`config.mk`:
```
export PLATFORM = sky130hd
export DESIGN_NAME = csl_out
export DESIGN_NICKNAME = d
export VERILOG_FILES = /design/src/rtl/csl_pkg.sv /design/src/rtl/csl_out.sv
export SDC_FILE = /design/constraint.sdc
export NUM_CORES = 1
export LEC_CHECK = 0
export BUFFER_PORTS_ARGS = -buffer_cell sky130_fd_sc_hd__buf_2
export CAP_MARGIN = 20
export CORE_UTILIZATION = 30
export DETAILED_ROUTE_END_ITERATION = 10
export GPL_TIMING_DRIVEN = 0
export MAX_ROUTING_LAYER = met4
export PLACE_DENSITY_LB_ADDON = 0.05
export SLEW_MARGIN = 15
export SYNTH_ARGS = -nofsm -noshare
export SYNTH_HDL_FRONTEND = slang
export SYNTH_SLANG_ARGS = --single-unit
export TNS_END_PERCENT = 1
```
`constraint.sdc`:
```
create_clock -name clock -period 3.6 [get_ports clock]
set_input_delay 0.18 -clock clock [delete_from_list [all_inputs] [get_ports clock]]
set_output_delay 0.18 -clock clock [all_outputs]
set_load 0.05 [all_outputs]
```
`src/rtl/csl_pkg.sv`:
```
package csl_pkg;

   localparam int MAX_ROW_LENGTH_DEFAULT = 1024;

   localparam int HEIGHT_W    = 32;
   localparam int LOW_W       = 31;
   localparam int ROW_W       = 16;
   localparam int COL_OUT_W   = 10;
   localparam int RLEN_W      = 11;
   localparam int CSR_INDEX_W = 2;
   localparam int CSR_DATA_W  = 31;

   localparam logic [RLEN_W-1:0] ROW_LENGTH_RESET  = RLEN_W'(1024);
   localparam logic [ROW_W-1:0]  ROW_COUNT_RESET   = ROW_W'(1024);
   localparam logic [LOW_W-1:0]  HORIZ_LIMIT_RESET = LOW_W'(179);
   localparam logic [LOW_W-1:0]  VERT_LIMIT_RESET  = LOW_W'(179);

   typedef enum logic [CSR_INDEX_W-1:0] {
      REG_ROW_LENGTH,
      REG_ROW_COUNT,
      REG_HORIZ_LIMIT,
      REG_VERT_LIMIT
   } csr_index_type;

   // x is the later cell of a pair, y the neighbour it is compared against
   typedef struct packed {
      logic signed [HEIGHT_W-1:0] x_h;
      logic [LOW_W-1:0]           x_low;
      logic signed [HEIGHT_W-1:0] y_h;
      logic [LOW_W-1:0]           y_low;
   } pair_type;

   // horizontally final cells leaving the horizontal stage
   typedef struct packed {
      logic                       valid;
      logic                       has_above;
      logic                       last_row;
      logic                       grid_end;
      logic [ROW_W-1:0]           row;
      logic                       ev0_valid;
      logic signed [HEIGHT_W-1:0] ev0_h;
      logic [LOW_W-1:0]           ev0_low;
      logic                       ev1_valid;
      logic signed [HEIGHT_W-1:0] ev1_h;
      logic [LOW_W-1:0]           ev1_low;
   } evt_type;

   // up to four results of one item, slot order: above held, held, above new, new
   typedef struct packed {
      logic [3:0]                 mask;
      logic [ROW_W-1:0]           row;
      logic                       grid_end;
      logic [3:0][HEIGHT_W-1:0]   h;
      logic [3:0][LOW_W-1:0]      low;
   } bundle_type;

   function automatic logic [LOW_W-1:0] sat_low(input logic [LOW_W+2:0] sum);
      logic [LOW_W-1:0] r;
      if (sum > (LOW_W+3)'({LOW_W{1'b1}})) begin
         r = '1;
      end else begin
         r = sum[LOW_W-1:0];
      end
      return r;
   endfunction

   function automatic pair_type slope_cut(input pair_type p, input logic [LOW_W-1:0] lim);
      logic signed [HEIGHT_W+1:0] over_x;
      logic signed [HEIGHT_W+1:0] over_y;
      logic [LOW_W+2:0]           sum;
      pair_type                   r;
      r      = p;
      over_x = (HEIGHT_W+2)'(p.x_h) - (HEIGHT_W+2)'(p.y_h) - $signed({3'b000, lim});
      over_y = (HEIGHT_W+2)'(p.y_h) - (HEIGHT_W+2)'(p.x_h) - $signed({3'b000, lim});
      sum    = '0;
      if (over_x > 0) begin
         sum     = {3'b000, p.x_low} + (LOW_W+3)'(over_x);
         r.x_low = sat_low(sum);
         r.x_h   = p.y_h + $signed({1'b0, lim});
      end else if (over_y > 0) begin
         sum     = {3'b000, p.y_low} + (LOW_W+3)'(over_y);
         r.y_low = sat_low(sum);
         r.y_h   = p.x_h + $signed({1'b0, lim});
      end
      return r;
   endfunction

endpackage

```
`src/rtl/csl_out.sv`:
```
module csl_out import csl_pkg::*; #(
   parameter int  MAX_ROW_LENGTH = MAX_ROW_LENGTH_DEFAULT,
   localparam int COL_W = $clog2(MAX_ROW_LENGTH)
) (
   input  logic                       clock,
   input  logic                       reset,
   input  logic                       out_load,
   input  bundle_type                 bundle,
   input  logic [COL_W-1:0]           bundle_col,
   output logic                       out_free,
   output logic                       rsp_valid,
   input  logic                       rsp_stall,
   output logic [ROW_W-1:0]           rsp_cell_row,
   output logic [COL_OUT_W-1:0]       rsp_cell_col,
   output logic signed [HEIGHT_W-1:0] rsp_height_out,
   output logic [LOW_W-1:0]           rsp_lowered_by,
   output logic                       rsp_run_last,
   output logic                       rsp_grid_done
);

   logic [3:0]               mask_ff, mask_in;
   logic [ROW_W-1:0]         row_ff;
   logic                     grid_end_ff;
   logic [3:0][HEIGHT_W-1:0] h_ff;
   logic [3:0][LOW_W-1:0]    low_ff;
   logic [COL_W-1:0]         col_ff;

   logic                     xfer;
   logic                     last;
   logic [1:0]               sel;

   assign rsp_valid = |mask_ff;
   assign xfer      = rsp_valid && !rsp_stall;
   assign last      = (mask_ff & (mask_ff - 4'd1)) == '0;
   assign out_free  = !rsp_valid || (last && !rsp_stall);

   always_comb begin
      if (out_load) begin
         mask_in = bundle.mask;
      end else if (xfer) begin
         mask_in = mask_ff & (mask_ff - 4'd1);
      end else begin
         mask_in = mask_ff;
      end
   end

   always_ff @(posedge clock) begin
      if (reset) begin
         mask_ff <= '0;
      end else begin
         mask_ff <= mask_in;
      end
   end

   always_ff @(posedge clock) begin
      if (out_load) begin
         row_ff      <= bundle.row;
         grid_end_ff <= bundle.grid_end;
         h_ff        <= bundle.h;
         low_ff      <= bundle.low;
         col_ff      <= bundle_col;
      end
   end

   // lowest pending slot goes first
   always_comb begin
      priority if (mask_ff[0]) begin
         sel = 2'd0;
      end else if (mask_ff[1]) begin
         sel = 2'd1;
      end else if (mask_ff[2]) begin
         sel = 2'd2;
      end else begin
         sel = 2'd3;
      end
   end

   assign rsp_cell_row   = sel[0] ? row_ff : row_ff - 1'b1;
   assign rsp_cell_col   = sel[1] ? COL_OUT_W'(col_ff) : COL_OUT_W'(col_ff - 1'b1);
   assign rsp_height_out = $signed(h_ff[sel]);
   assign rsp_lowered_by = low_ff[sel];
   assign rsp_run_last   = last;
   assign rsp_grid_done  = last && grid_end_ff;

   a_load_free: assert property (@(posedge clock) disable iff (reset)
      out_load |-> !rsp_valid || (rsp_run_last && !rsp_stall))
      else $error("result register overwritten while results pending");

   a_run_cont: assert property (@(posedge clock) disable iff (reset)
      xfer && !rsp_run_last |=> rsp_valid)
      else $error("item results broken off before last");

   a_done_row: assert property (@(posedge clock) disable iff (reset)
      rsp_valid && rsp_grid_done |-> sel[0])
      else $error("grid end flagged on a cell of the row above");

endmodule
```
==> flow_metrics.py <==
metrics = {
    "run_status": {
        "outcome": "complete, no violations",
    },
    "placed_design": {
        "dpl_cell_area_um2": 13000,
        "hpwlAfterDp_um": 21400,
        "gp_congestion": 0.831,
        "io_buffers": 379,
        "placed_cells": 1445,
    },
    "floorplan": {
        "die_area_um2": 35500,
        "ioPinCount": 380,
        "row_count": 67,
        "core_area_um2": 33900,
        "die_w_um": 189,
        "die_y_um": 189,
        "initial_core_util_pct": 30.8,
    },
    "critical_path": {
        "required_ns": 3.42,
        "worstPathArrival_ns": 2.87,
        "reg2reg_slack_ns": 1.81,
        "worst-path-max-fanout": 10,
        "worstReg2RegStart": "mask_ff[1]$_SDFFE_PP0P_",
        "start_kind": "flip-flop",
        "crit_path_end_kind": "output pin",
        "reg2reg_depth": 6,
        "r2r-end": "mask_ff[2]$_SDFFE_PP0P_",
        "worstSetupPathType": "flip-flop to output pin",
    },
    "power_and_ir_drop": {
        "power.leakage_nw": 6.59,
        "switching_share_pct": 26.8,
        "power.internal_w": 0.00631,
        "switching_power_w": 0.00231,
        "power_density_nw_per_um2": 512,
        "clkPwrFrac_pct": 37.1,
        "ir_worst_vdd_mv": 0.404,
        "pwr-share-seq_pct": 46.4,
        "combPwrFrac_pct": 16.6,
    },
    "grt": {
        "grt_pass1_vias": 8641,
        "grt_max_degree": 103,
        "gr-usage-all-layers_pct": 18.6,
        "antenna_found_initial": 5,
        "grt-ovfl-total": 0,
        "grt_pass1_wl_um": 48500,
    },
    "timing": {
        "period_share_pct": 84.7,
        "fin_skew_ns": 0.000611,
        "min_period_ns": 3.05,
        "hold_viol_final": 0,
        "final-setup-viol-count": 0,
        "rsz0062_at_grt": "no",
        "maxSlewViolCount": 0,
        "fmax_ghz": 0.328,
        "worst_slew_pin_slew_ns": 0.714,
        "maxSlewHeadroom_pct": 52.4,
    },
    "synth": {
        "yosys.area.top_type": "edfxtp_1",
        "synth_edf_count": 279,
        "syn_area_um2": 10400,
        "ys_seq_area_share_pct": 81.1,
        "synth_warnings": 0,
        "yosysUniqueCellTypes": 40,
        "syn-num-nets": 905,
        "synth_top_area_share_pct": 80.3,
        "synthArstFlopShare_pct": 0,
        "syn_inst": 616,
        "synth_area_leaders": "edfxtp_1 80%, o22ai_1 7.5%, a21oi_1 3.3%",
        "avgSynthCellArea_um2": 16.9,
        "ys.flop_type": "edfxtp_1",
        "ys_seq_elements": 283,
    },
    "cts": {
        "numCtsBuffers": 34,
        "path_clk_slew_ns": 0.06,
        "clk_latency_ns": 0.51,
        "cts_tree": "done",
        "root_buffer": "clkbuf_16",
        "h-tree-depth": 2,
        "cts.sinks": 283,
        "clockBufferDepth": 3,
    },
    "finish": {
        "stdcell_count": 1794,
        "areaGrowthSynthToFinish_pct": 61.4,
        "final_cell_area_um2": 16800,
        "final_nets": 1606,
        "drive_gt1_share_pct": 33.7,
        "fillCellCount": 3046,
    },
    "flow_run": {
        "cap_violations": 0,
    },
    "drt": {
        "wire_per_inst_um": 18.1,
        "num_vias": 8091,
        "drt-pass1-iter-count": 4,
        "drt-initial-drc-count": 356,
        "drc": 0,
        "routed_wl_um": 32400,
        "detail_route.vias_per_cell": 4.51,
        "ant_nets": 0,
    },
    "hold_path": {
        "hp-class": "input port to flip-flop",
        "whs_path_depth": 5,
        "min-delay-start": "rsp_stall",
        "min_to": "mask_ff[0]$_SDFFE_PP0P_",
    },
}
## power by group through the flow
stage / clock network, W / logic (W) / registers, W
floorplan: 0 / 0.000725 / 0.00404
global placement: 0 / 0.00117 / 0.00409
detailed placement: 0 / 0.00118 / 0.00407
CTS: 0.00329 / 0.00144 / 0.00400
global route: 0.00341 / 0.00152 / 0.00402
finish: 0.00319 / 0.00143 / 0.00400
## flip-flops by register name (all words and copies together) (netlist names)
signal       cells
col_ff          10
grid_end_ff      1
h_ff           128
low_ff         124
mask_ff          4
row_ff          16
## per-layer routing
layer	global-route usage (%)	wire, µm
met3	4.66	2220
met1	22.5	13800
met2	30.6	15800
met5	-	0
met4	5.27	666
## worst max-delay path: stages, from the launching register on
cell and delay [ns]:
dfxtp_1 0.30, buf_4 0.17, inv_2 0.27, clkbuf_1 0.56
clkbuf_1 0.61, a21oi_1 0.17, buf_2 0.26
## Yosys cell counts, types with 2 or more instances
cell and count:
nor4_1 3, ha_1 2, a21oi_1 68, nand3_1 2, buf_2 16, nor2_1 18, nor3_1 4, clkbuf_1 20
o21ai_0 5, dfxtp_1 4, o31ai_1 2, edfxtp_1 279, nand4_1 3, nand2_1 9, maj3_1 2, inv_1 7
xnor2_1 13, o22ai_1 125, xor2_1 10, nor2b_1 2, mux2i_1 2, inv_2 2
## worst max path at each step
stage / endpoint / from / slack (ns)
6_report: rsp_height_out[7] / mask_ff[0]$_SDFFE_PP0P_ / 0.55
5_1_grt: rsp_height_out[4] / mask_ff[0]$_SDFFE_PP0P_ / 0.33
4_1_cts: rsp_height_out[4] / mask_ff[0]$_SDFFE_PP0P_ / 0.43
3_5_place_dp: rsp_height_out[0] / mask_ff[0]$_SDFFE_PP0P_ / 1.00
3_3_place_gp: mask_ff[0]$_SDFFE_PP0P_ / out_load / -2.40
2_1_floorplan: rsp_grid_done / mask_ff[2]$_SDFFE_PP0P_ / 1.22
## layout make-up
class                      instances  area [µm²]  area share [%]
antenna                            5        12.5          0.0743
clock inverter                    14         116           0.691
buffer                            37         163           0.966
tap                              448         561            3.33
multi-input combinational        287        1780            10.6
clock buffer                      46         917            5.44
timing repair buffer             665        4800            28.5
sequential                       283        8460            50.2
inverter                           9        33.8           0.201
## what timing repair did
action | in CTS | in global routing
resized for setup | 0 | 0
hold buffers | 284 | 0
hold endpoints to repair | 283 | 0
buffers inserted | 0 | 0
## placed cells by master, fill, tap and decap left out, types with 3 or more instances in the layout
| master | n |
|---|---|
| inv_1 | 7 |
| clkbuf_16 | 35 |
| diode_2 | 5 |
| xnor2_1 | 13 |
| clkinv_2 | 3 |
| dlygate4sd3_1 | 284 |
| a21oi_1 | 68 |
| nor2_1 | 18 |
| nor3_1 | 4 |
| clkinv_1 | 6 |
| buf_2 | 394 |
| clkbuf_1 | 31 |
| nand4_1 | 3 |
| nor4_1 | 3 |
| nand2_1 | 9 |
| xor2_1 | 10 |
| o21ai_0 | 5 |
| o22ai_1 | 125 |
| dfxtp_1 | 4 |
| edfxtp_1 | 279 |
## logic make-up after synthesis
kind of cell / share of synthesized area (%)
muxes: 0.192
AOI/OAI and AO/OA: 11.8
buffers and inverters: 1.88
DFF: 81.1
adders and majority gates: 0.432
xor gates and xnor gates: 1.93
and+or+nand+nor: 2.66
## stage by stage
step	hold slack [ns]	TNS, ns	total power, W	util, %	setup slack (ns)
after floorplan	0.252	0	0.00477	-	1.22
after global placement	0.356	-506.39	0.00526	38.1	-2.40
after detailed placement	0.358	0	0.00525	38.3	1.00
after CTS	0.0807	0	0.00873	49.7	0.426
after global routing	0.133	0	0.00895	49.7	0.335
final	0.122	0	0.00862	49.7	0.552
Power figures use the tool's default switching activity.
