**src/rtl/csl_pkg.sv**
```systemverilog
package csl_pkg;

   localparam int MAX_ROW_LENGTH_DEFAULT = 1024;

   localparam int HEIGHT_W    = 32;
   localparam int LOW_W       = 31;
   localparam int ROW_W       = 16;
   localparam int COL_OUT_W   = 10;
   localparam int RLEN_W      = 11;
   localparam int CSR_INDEX_W = 2;
   localparam int CSR_DATA_W  = 31;

   localparam logic [RLEN_W-1:0] ROW_LENGTH_RESET  = RLEN_W'(1024);
   localparam logic [ROW_W-1:0]  ROW_COUNT_RESET   = ROW_W'(1024);
   localparam logic [LOW_W-1:0]  HORIZ_LIMIT_RESET = LOW_W'(179);
   localparam logic [LOW_W-1:0]  VERT_LIMIT_RESET  = LOW_W'(179);

   typedef enum logic [CSR_INDEX_W-1:0] {
      REG_ROW_LENGTH,
      REG_ROW_COUNT,
      REG_HORIZ_LIMIT,
      REG_VERT_LIMIT
   } csr_index_type;

   // x is the later cell of a pair, y the neighbour it is compared against
   typedef struct packed {
      logic signed [HEIGHT_W-1:0] x_h;
      logic [LOW_W-1:0]           x_low;
      logic signed [HEIGHT_W-1:0] y_h;
      logic [LOW_W-1:0]           y_low;
   } pair_type;

   // horizontally final cells leaving the horizontal stage
   typedef struct packed {
      logic                       valid;
      logic                       has_above;
      logic                       last_row;
      logic                       grid_end;
      logic [ROW_W-1:0]           row;
      logic                       ev0_valid;
      logic signed [HEIGHT_W-1:0] ev0_h;
      logic [LOW_W-1:0]           ev0_low;
      logic                       ev1_valid;
      logic signed [HEIGHT_W-1:0] ev1_h;
      logic [LOW_W-1:0]           ev1_low;
   } evt_type;

   // up to four results of one item, slot order: above held, held, above new, new
   typedef struct packed {
      logic [3:0]                 mask;
      logic [ROW_W-1:0]           row;
      logic                       grid_end;
      logic [3:0][HEIGHT_W-1:0]   h;
      logic [3:0][LOW_W-1:0]      low;
   } bundle_type;

   function automatic logic [LOW_W-1:0] sat_low(input logic [LOW_W+2:0] sum);
      logic [LOW_W-1:0] r;
      if (sum > (LOW_W+3)'({LOW_W{1'b1}})) begin
         r = '1;
      end else begin
         r = sum[LOW_W-1:0];
      end
      return r;
   endfunction

   function automatic pair_type slope_cut(input pair_type p, input logic [LOW_W-1:0] lim);
      logic signed [HEIGHT_W+1:0] over_x;
      logic signed [HEIGHT_W+1:0] over_y;
      logic [LOW_W+2:0]           sum;
      pair_type                   r;
      r      = p;
      over_x = (HEIGHT_W+2)'(p.x_h) - (HEIGHT_W+2)'(p.y_h) - $signed({3'b000, lim});
      over_y = (HEIGHT_W+2)'(p.y_h) - (HEIGHT_W+2)'(p.x_h) - $signed({3'b000, lim});
      sum    = '0;
      if (over_x > 0) begin
         sum     = {3'b000, p.x_low} + (LOW_W+3)'(over_x);
         r.x_low = sat_low(sum);
         r.x_h   = p.y_h + $signed({1'b0, lim});
      end else if (over_y > 0) begin
         sum     = {3'b000, p.y_low} + (LOW_W+3)'(over_y);
         r.y_low = sat_low(sum);
         r.y_h   = p.x_h + $signed({1'b0, lim});
      end
      return r;
   endfunction

endpackage

```
**src/rtl/csl_horiz.sv**
```systemverilog
module csl_horiz import csl_pkg::*; #(
   parameter int  MAX_ROW_LENGTH = MAX_ROW_LENGTH_DEFAULT,
   localparam int COL_W = $clog2(MAX_ROW_LENGTH),
   localparam int LEN_W = $clog2(MAX_ROW_LENGTH + 1)
) (
   input  logic                       clock,
   input  logic                       reset,
   input  logic [RLEN_W-1:0]          row_length,
   input  logic [ROW_W-1:0]           row_count,
   input  logic [LOW_W-1:0]           horiz_limit,
   input  logic                       req_valid,
   output logic                       req_stall,
   input  logic signed [HEIGHT_W-1:0] req_height_in,
   input  logic                       evt_take,
   output evt_type                    evt,
   output logic [COL_W-1:0]           evt_col,
   output logic [COL_W-1:0]           rd_col
);

   logic [LEN_W-1:0]           len_eff;
   logic [COL_W-1:0]           last_col;
   logic [COL_W-1:0]           col;
   logic [ROW_W-1:0]           rows_m1;
   logic                       last_row;
   logic                       row_end;
   logic                       accept;
   logic                       s0_move;

   logic [COL_W-1:0]           col_count_ff, col_count_in;
   logic [ROW_W-1:0]           row_index_ff, row_index_in;

   logic                       s0_valid_ff, s0_valid_in;
   logic signed [HEIGHT_W-1:0] s0_h_ff;
   logic [COL_W-1:0]           s0_col_ff;
   logic [ROW_W-1:0]           s0_row_ff;
   logic                       s0_last_row_ff;
   logic                       s0_row_end_ff;

   logic signed [HEIGHT_W-1:0] held_h_ff, held_h_in;
   logic [LOW_W-1:0]           held_low_ff, held_low_in;

   pair_type                   pair_in;
   pair_type                   pair_out;

   evt_type                    evt_ff, evt_in;
   logic [COL_W-1:0]           evt_col_ff, evt_col_in;

   // effective grid shape
   always_comb begin
      if (row_length == '0) begin
         len_eff = LEN_W'(1);
      end else if (32'(row_length) > 32'(MAX_ROW_LENGTH)) begin
         len_eff = LEN_W'(MAX_ROW_LENGTH);
      end else begin
         len_eff = LEN_W'(row_length);
      end
      last_col = COL_W'(len_eff - 1'b1);
      col      = (col_count_ff > last_col) ? last_col : col_count_ff;
      rows_m1  = (row_count == '0) ? '0 : row_count - 1'b1;
      last_row = row_index_ff >= rows_m1;
      row_end  = col == last_col;
   end

   assign s0_move   = s0_valid_ff && (!evt_ff.valid || evt_take);
   assign req_stall = s0_valid_ff && !s0_move;
   assign accept    = req_valid && !req_stall;

   always_comb begin
      col_count_in = col_count_ff;
      row_index_in = row_index_ff;
      if (accept) begin
         if (row_end) begin
            col_count_in = '0;
            row_index_in = last_row ? '0 : row_index_ff + 1'b1;
         end else begin
            col_count_in = col + 1'b1;
         end
      end
      if (accept) begin
         s0_valid_in = 1'b1;
      end else if (s0_move) begin
         s0_valid_in = 1'b0;
      end else begin
         s0_valid_in = s0_valid_ff;
      end
   end

   // horizontal pass against the held cell
   always_comb begin
      pair_in.x_h   = s0_h_ff;
      pair_in.x_low = '0;
      pair_in.y_h   = held_h_ff;
      pair_in.y_low = held_low_ff;
      pair_out      = (s0_col_ff != '0) ? slope_cut(pair_in, horiz_limit) : pair_in;
      held_h_in     = s0_move ? pair_out.x_h : held_h_ff;
      held_low_in   = s0_move ? pair_out.x_low : held_low_ff;
   end

   always_comb begin
      evt_in     = evt_ff;
      evt_col_in = evt_col_ff;
      if (s0_move) begin
         evt_in.valid     = 1'b1;
         evt_in.has_above = s0_row_ff != '0;
         evt_in.last_row  = s0_last_row_ff;
         evt_in.grid_end  = s0_last_row_ff && s0_row_end_ff;
         evt_in.row       = s0_row_ff;
         evt_in.ev0_valid = s0_col_ff != '0;
         evt_in.ev0_h     = pair_out.y_h;
         evt_in.ev0_low   = pair_out.y_low;
         evt_in.ev1_valid = s0_row_end_ff;
         evt_in.ev1_h     = pair_out.x_h;
         evt_in.ev1_low   = pair_out.x_low;
         evt_col_in       = s0_col_ff;
      end else if (evt_take) begin
         evt_in.valid = 1'b0;
      end
   end

   always_ff @(posedge clock) begin
      if (reset) begin
         col_count_ff <= '0;
         row_index_ff <= '0;
         s0_valid_ff  <= 1'b0;
         held_h_ff    <= '0;
         held_low_ff  <= '0;
         evt_ff.valid <= 1'b0;
      end else begin
         col_count_ff <= col_count_in;
         row_index_ff <= row_index_in;
         s0_valid_ff  <= s0_valid_in;
         held_h_ff    <= held_h_in;
         held_low_ff  <= held_low_in;
         evt_ff       <= evt_in;
      end
   end

   always_ff @(posedge clock) begin
      if (accept) begin
         s0_h_ff        <= req_height_in;
         s0_col_ff      <= col;
         s0_row_ff      <= row_index_ff;
         s0_last_row_ff <= last_row;
         s0_row_end_ff  <= row_end;
      end
      evt_col_ff <= evt_col_in;
   end

   // line store read follows the item that will sit in the event register
   assign rd_col  = (evt_ff.valid && !evt_take) ? evt_col_ff : s0_col_ff;
   assign evt     = evt_ff;
   assign evt_col = evt_col_ff;

   a_evt_hold: assert property (@(posedge clock) disable iff (reset)
      evt_ff.valid && !evt_take |=> evt_ff.valid && $stable(evt_col_ff))
      else $error("event register lost a waiting item");

endmodule

```
**config.mk**
```make
export PLATFORM = sky130hd
export DESIGN_NAME = csl_horiz
export DESIGN_NICKNAME = d
export VERILOG_FILES = /design/src/rtl/csl_pkg.sv /design/src/rtl/csl_horiz.sv
export SDC_FILE = /design/constraint.sdc
export NUM_CORES = 1
export LEC_CHECK = 0
export BUFFER_PORTS_ARGS = -buffer_cell sky130_fd_sc_hd__buf_2
export CAP_MARGIN = 20
export CORE_MARGIN = 4
export CORE_UTILIZATION = 40
export DETAILED_ROUTE_END_ITERATION = 16
export PLACE_DENSITY = 0.6
export SLEW_MARGIN = 20
export SYNTH_ARGS = -nofsm -noshare
export SYNTH_HDL_FRONTEND = slang
export SYNTH_SLANG_ARGS = --single-unit
export TNS_END_PERCENT = 5
```
**constraint.sdc**
```tcl
create_clock -name clock -period 6.81 [get_ports clock]
set_input_delay 0.681 -clock clock [delete_from_list [all_inputs] [get_ports clock]]
set_output_delay 0.681 -clock clock [all_outputs]
set_load 0.1 [all_outputs]
```
==> impl_results.md <==
- Outcome: finished clean
- Avg WL per Cell: just over 20 um
- CTS tree: yes
- Ports: 263
- Most common cell after layout, fill and taps aside: buf_2
- Worst vdd ir: 0.176 mV
- Die W: roughly 250 um
- Async S/R FF share, synth: 0
- HPWL Detailed: 57100 um
- Syn Std Cell Area: 24400 um^2
- Post-CTS Setup Inserts: 0
- Filler cell count: 5796
- Via/cell ratio: 5.60
- Post-route minimum period: between 6 and 7 ns
- Layout area overhead: 14.2%
- Final Hold Viols: 0
- CP startpoint: s0_h_ff[0]
- Area contributors post-synth: edfxtp_1 27%, ha_1 13%, dfxtp_1 7.5%
- DP Area: 26500 um^2
- PD cells: between 200 and 300 nW/um^2
- Core area: 60400 um^2
- Routed Antenna Nets: 0
- Sink Count: just over 300
- Vias in the first global route: 19864
- Synth unique cells: 83
- Setup Viol. Count Final: 0
- Die area: 64900 um^2
- First-pass GRT wire length: 113000 um
- DR vias: 20139
- Fmax: 0.157 GHz
- Grt peak-use layer: met2
- Cts bufs inserted: 37
- Worst hold stages: 1
- Cells after Synth: between 2000 and 3000
- Largest net degree at the start of global routing: 95
- Worst Reg-to-Reg Cells: 26
- GRT Util Overall: 0.221
- Max Cap Viol: 0
- Grt ovf: 0
- WP data required: 7.13 ns
- Total power: 8.13 mW
- Final WS setup: 0.427 ns
- Pleak: ~12 nW
- Synthesized area per cell: slightly below 10 um^2
- Design area: 27800 um^2
- Drt first pass iters: 5
- Met2 Usage GRT: 0.373
- CTS max path bufs: 3
- Synthesized flop and latch total: 308
- RSZ-0062 raised after global routing: no
- Final-report max-slew violation count: 0
- Drt total wl: about 74000 um
- Final setup TNS: 0 ns
- Starting Density: 0.404
- Setup WS pre-CTS: 0.0196 ns
- Least-Margin Pin Slew: 0.992 ns
- Synth area leader: edfxtp_1
- Syn Nets: around 3000
- Layout cells sized above 1: 0.146
- EDFF count, synth: 217
- H-tree levels: 2
- Syn. warnings: 0
- Row count: 90
- Antenna violations before repair: 14
- # port buffers: 262
- Critical-path maximum fanout: 6
- Hold Crit Start: req_height_in[24]
- Layout net count: ~3200
- Routability cong.: 0.916
- Register area share after synthesis: 0.342
- Drc violations: 0
- Worst EP arrival: about 6.7 ns
- Top FF cell, synth: edfxtp_1
- Crit path launch type: register
- Slew Limit Headroom: 0.339
- Met3 usage: 0.0476
- DR iter-0 viols: 1349
- CTS root buf: clkbuf_16
- Top cell type's share of synthesized area: 0.268
- Clock Skews: 0.0399 ns
- Reg2reg start: s0_h_ff[0]
- Final period util: 0.937
- Worst Setup Path Type: register to register
- Clock transition at the registers of the reported paths: approximately 0.060 ns
- Most frequent cells in the layout: 262 x buf_2, 254 x ha_1, 217 x edfxtp_1
- Clk_lat worst skew: 0.59 ns
- Die height: around 250 um
- CP endpoint kind: register
- HP Class: primary input to register
- GR Util met1: 0.291
==> critical path, cell delays in order (launching register included) <==
cell      delay (ns)
edfxtp_1        0.43
inv_1           0.10
fa_1            0.58
inv_1           0.08
ha_1            0.20
or2_2           0.30
fa_1            0.43
a211oi_2        0.29
o211ai_1        0.26
nand4_1         0.23
nand2_1         0.13
a21o_1          0.20
a21oi_1         0.18
xnor2_1         0.24
ha_1            0.37
and4_1          0.25
and4_1          0.23
nand2_1         0.09
nor2_1          0.05
a211oi_1        0.25
buf_4           0.18
o21bai_1        0.12
a211oi_1        0.26
o21bai_1        0.10
a211oi_1        0.24
o21bai_1        0.08
mux2_2          0.26
==> metal layers <==
metal  routed length, um  share of wire
met5                  77         0.0010
met4                1590          0.022
met3                5000          0.068
met2               34800           0.47
met1               32000           0.44
==> layout make-up <==
| cell class | instances | area (um^2) | share of cell area |
|---|---|---|---|
| antenna | 9 | 22.5 | 0.000810 |
| tap | 782 | 978 | 0.0352 |
| clock buffer | 48 | 997 | 0.0358 |
| clock inverter | 20 | 278 | 0.00999 |
| timing repair buffer | 283 | 1530 | 0.0551 |
| multi-input combinational | 1948 | 14900 | 0.537 |
| inverter | 197 | 744 | 0.0268 |
| sequential | 308 | 8340 | 0.300 |
==> synth_stat cells (all sizes together) (8+ instances only) <==
cell,instances
a211o,10
a211oi,30
a21boi,13
a21o,83
a21oi,185
a311oi,8
a31o,15
a31oi,20
and2,17
and3,15
and4,10
buf,21
clkbuf,60
dfxtp,91
edfxtp,217
fa,65
ha,254
inv,196
mux2,36
mux2i,78
nand2,161
nand2b,27
nand3,49
nand4,33
nor2,192
nor2b,26
nor3,72
nor4,23
o2111ai,12
o211ai,25
o21a,53
o21ai,96
o21bai,24
o31ai,11
o32ai,13
or2,13
or3,26
or4,10
xnor2,96
xor2,63
==> cell families (layout without fill, tap and decap cells) <==
group	after synthesis	after routing	synth area share
xor gates and xnor gates	160	160	0.0581
DFF	308	308	0.342
adders and majority gates	319	319	0.184
muxes	114	114	0.0487
and+or+nand+nor	692	692	0.138
AOI/OAI and AO/OA	663	663	0.183
buffers and inverters	278	548	0.0462
other	0	9	0
==> sequential cells by signal, indices dropped and copies added, names as in the netlist <==
name,flops
held_low_ff,31
evt,148
evt_col,10
s0_row_ff,16
s0_last_row_ff,1
row_index_ff,16
s0_h_ff,32
held_h_ff,32
col_count_ff,10
s0_col_ff,10
s0_row_end_ff,1
s0_valid_ff,1
==> final timing paths <==
| path | slack [ns] | end |
|---|---|---|
| worst max-delay path | 0.43 | evt[94] |
| worst min-delay path | 0.26 | s0_h_ff[24] |
| worst max register to register | 0.43 | evt[94] |
| worst min register to register | 0.44 | evt[145] |
==> power breakdown <==
part | total [mW] | switching (mW) | internal, mW
Sequential | 2.29 | 0.0886 | 2.20
Combinational | 3.79 | 2.51 | 1.29
Clock | 2.05 | 0.873 | 1.18
Total | 8.13 | 3.47 | 4.66
==> stage by stage <==
stage,util,hold slack (ns),instances
finish,0.461,0.264,3595
global route,0.461,0.234,3589
CTS,0.460,0.231,3586
detailed placement,0.439,0.428,3518
global placement,0.439,0.425,3518
floorplan,-,0.417,2534
==> timing repair <==
item                       in CTS  in global routing
hold buffers                    0                  0
setup endpoints to repair       0                 29
resized for setup               0                  2
Power figures use the tool's default switching activity.
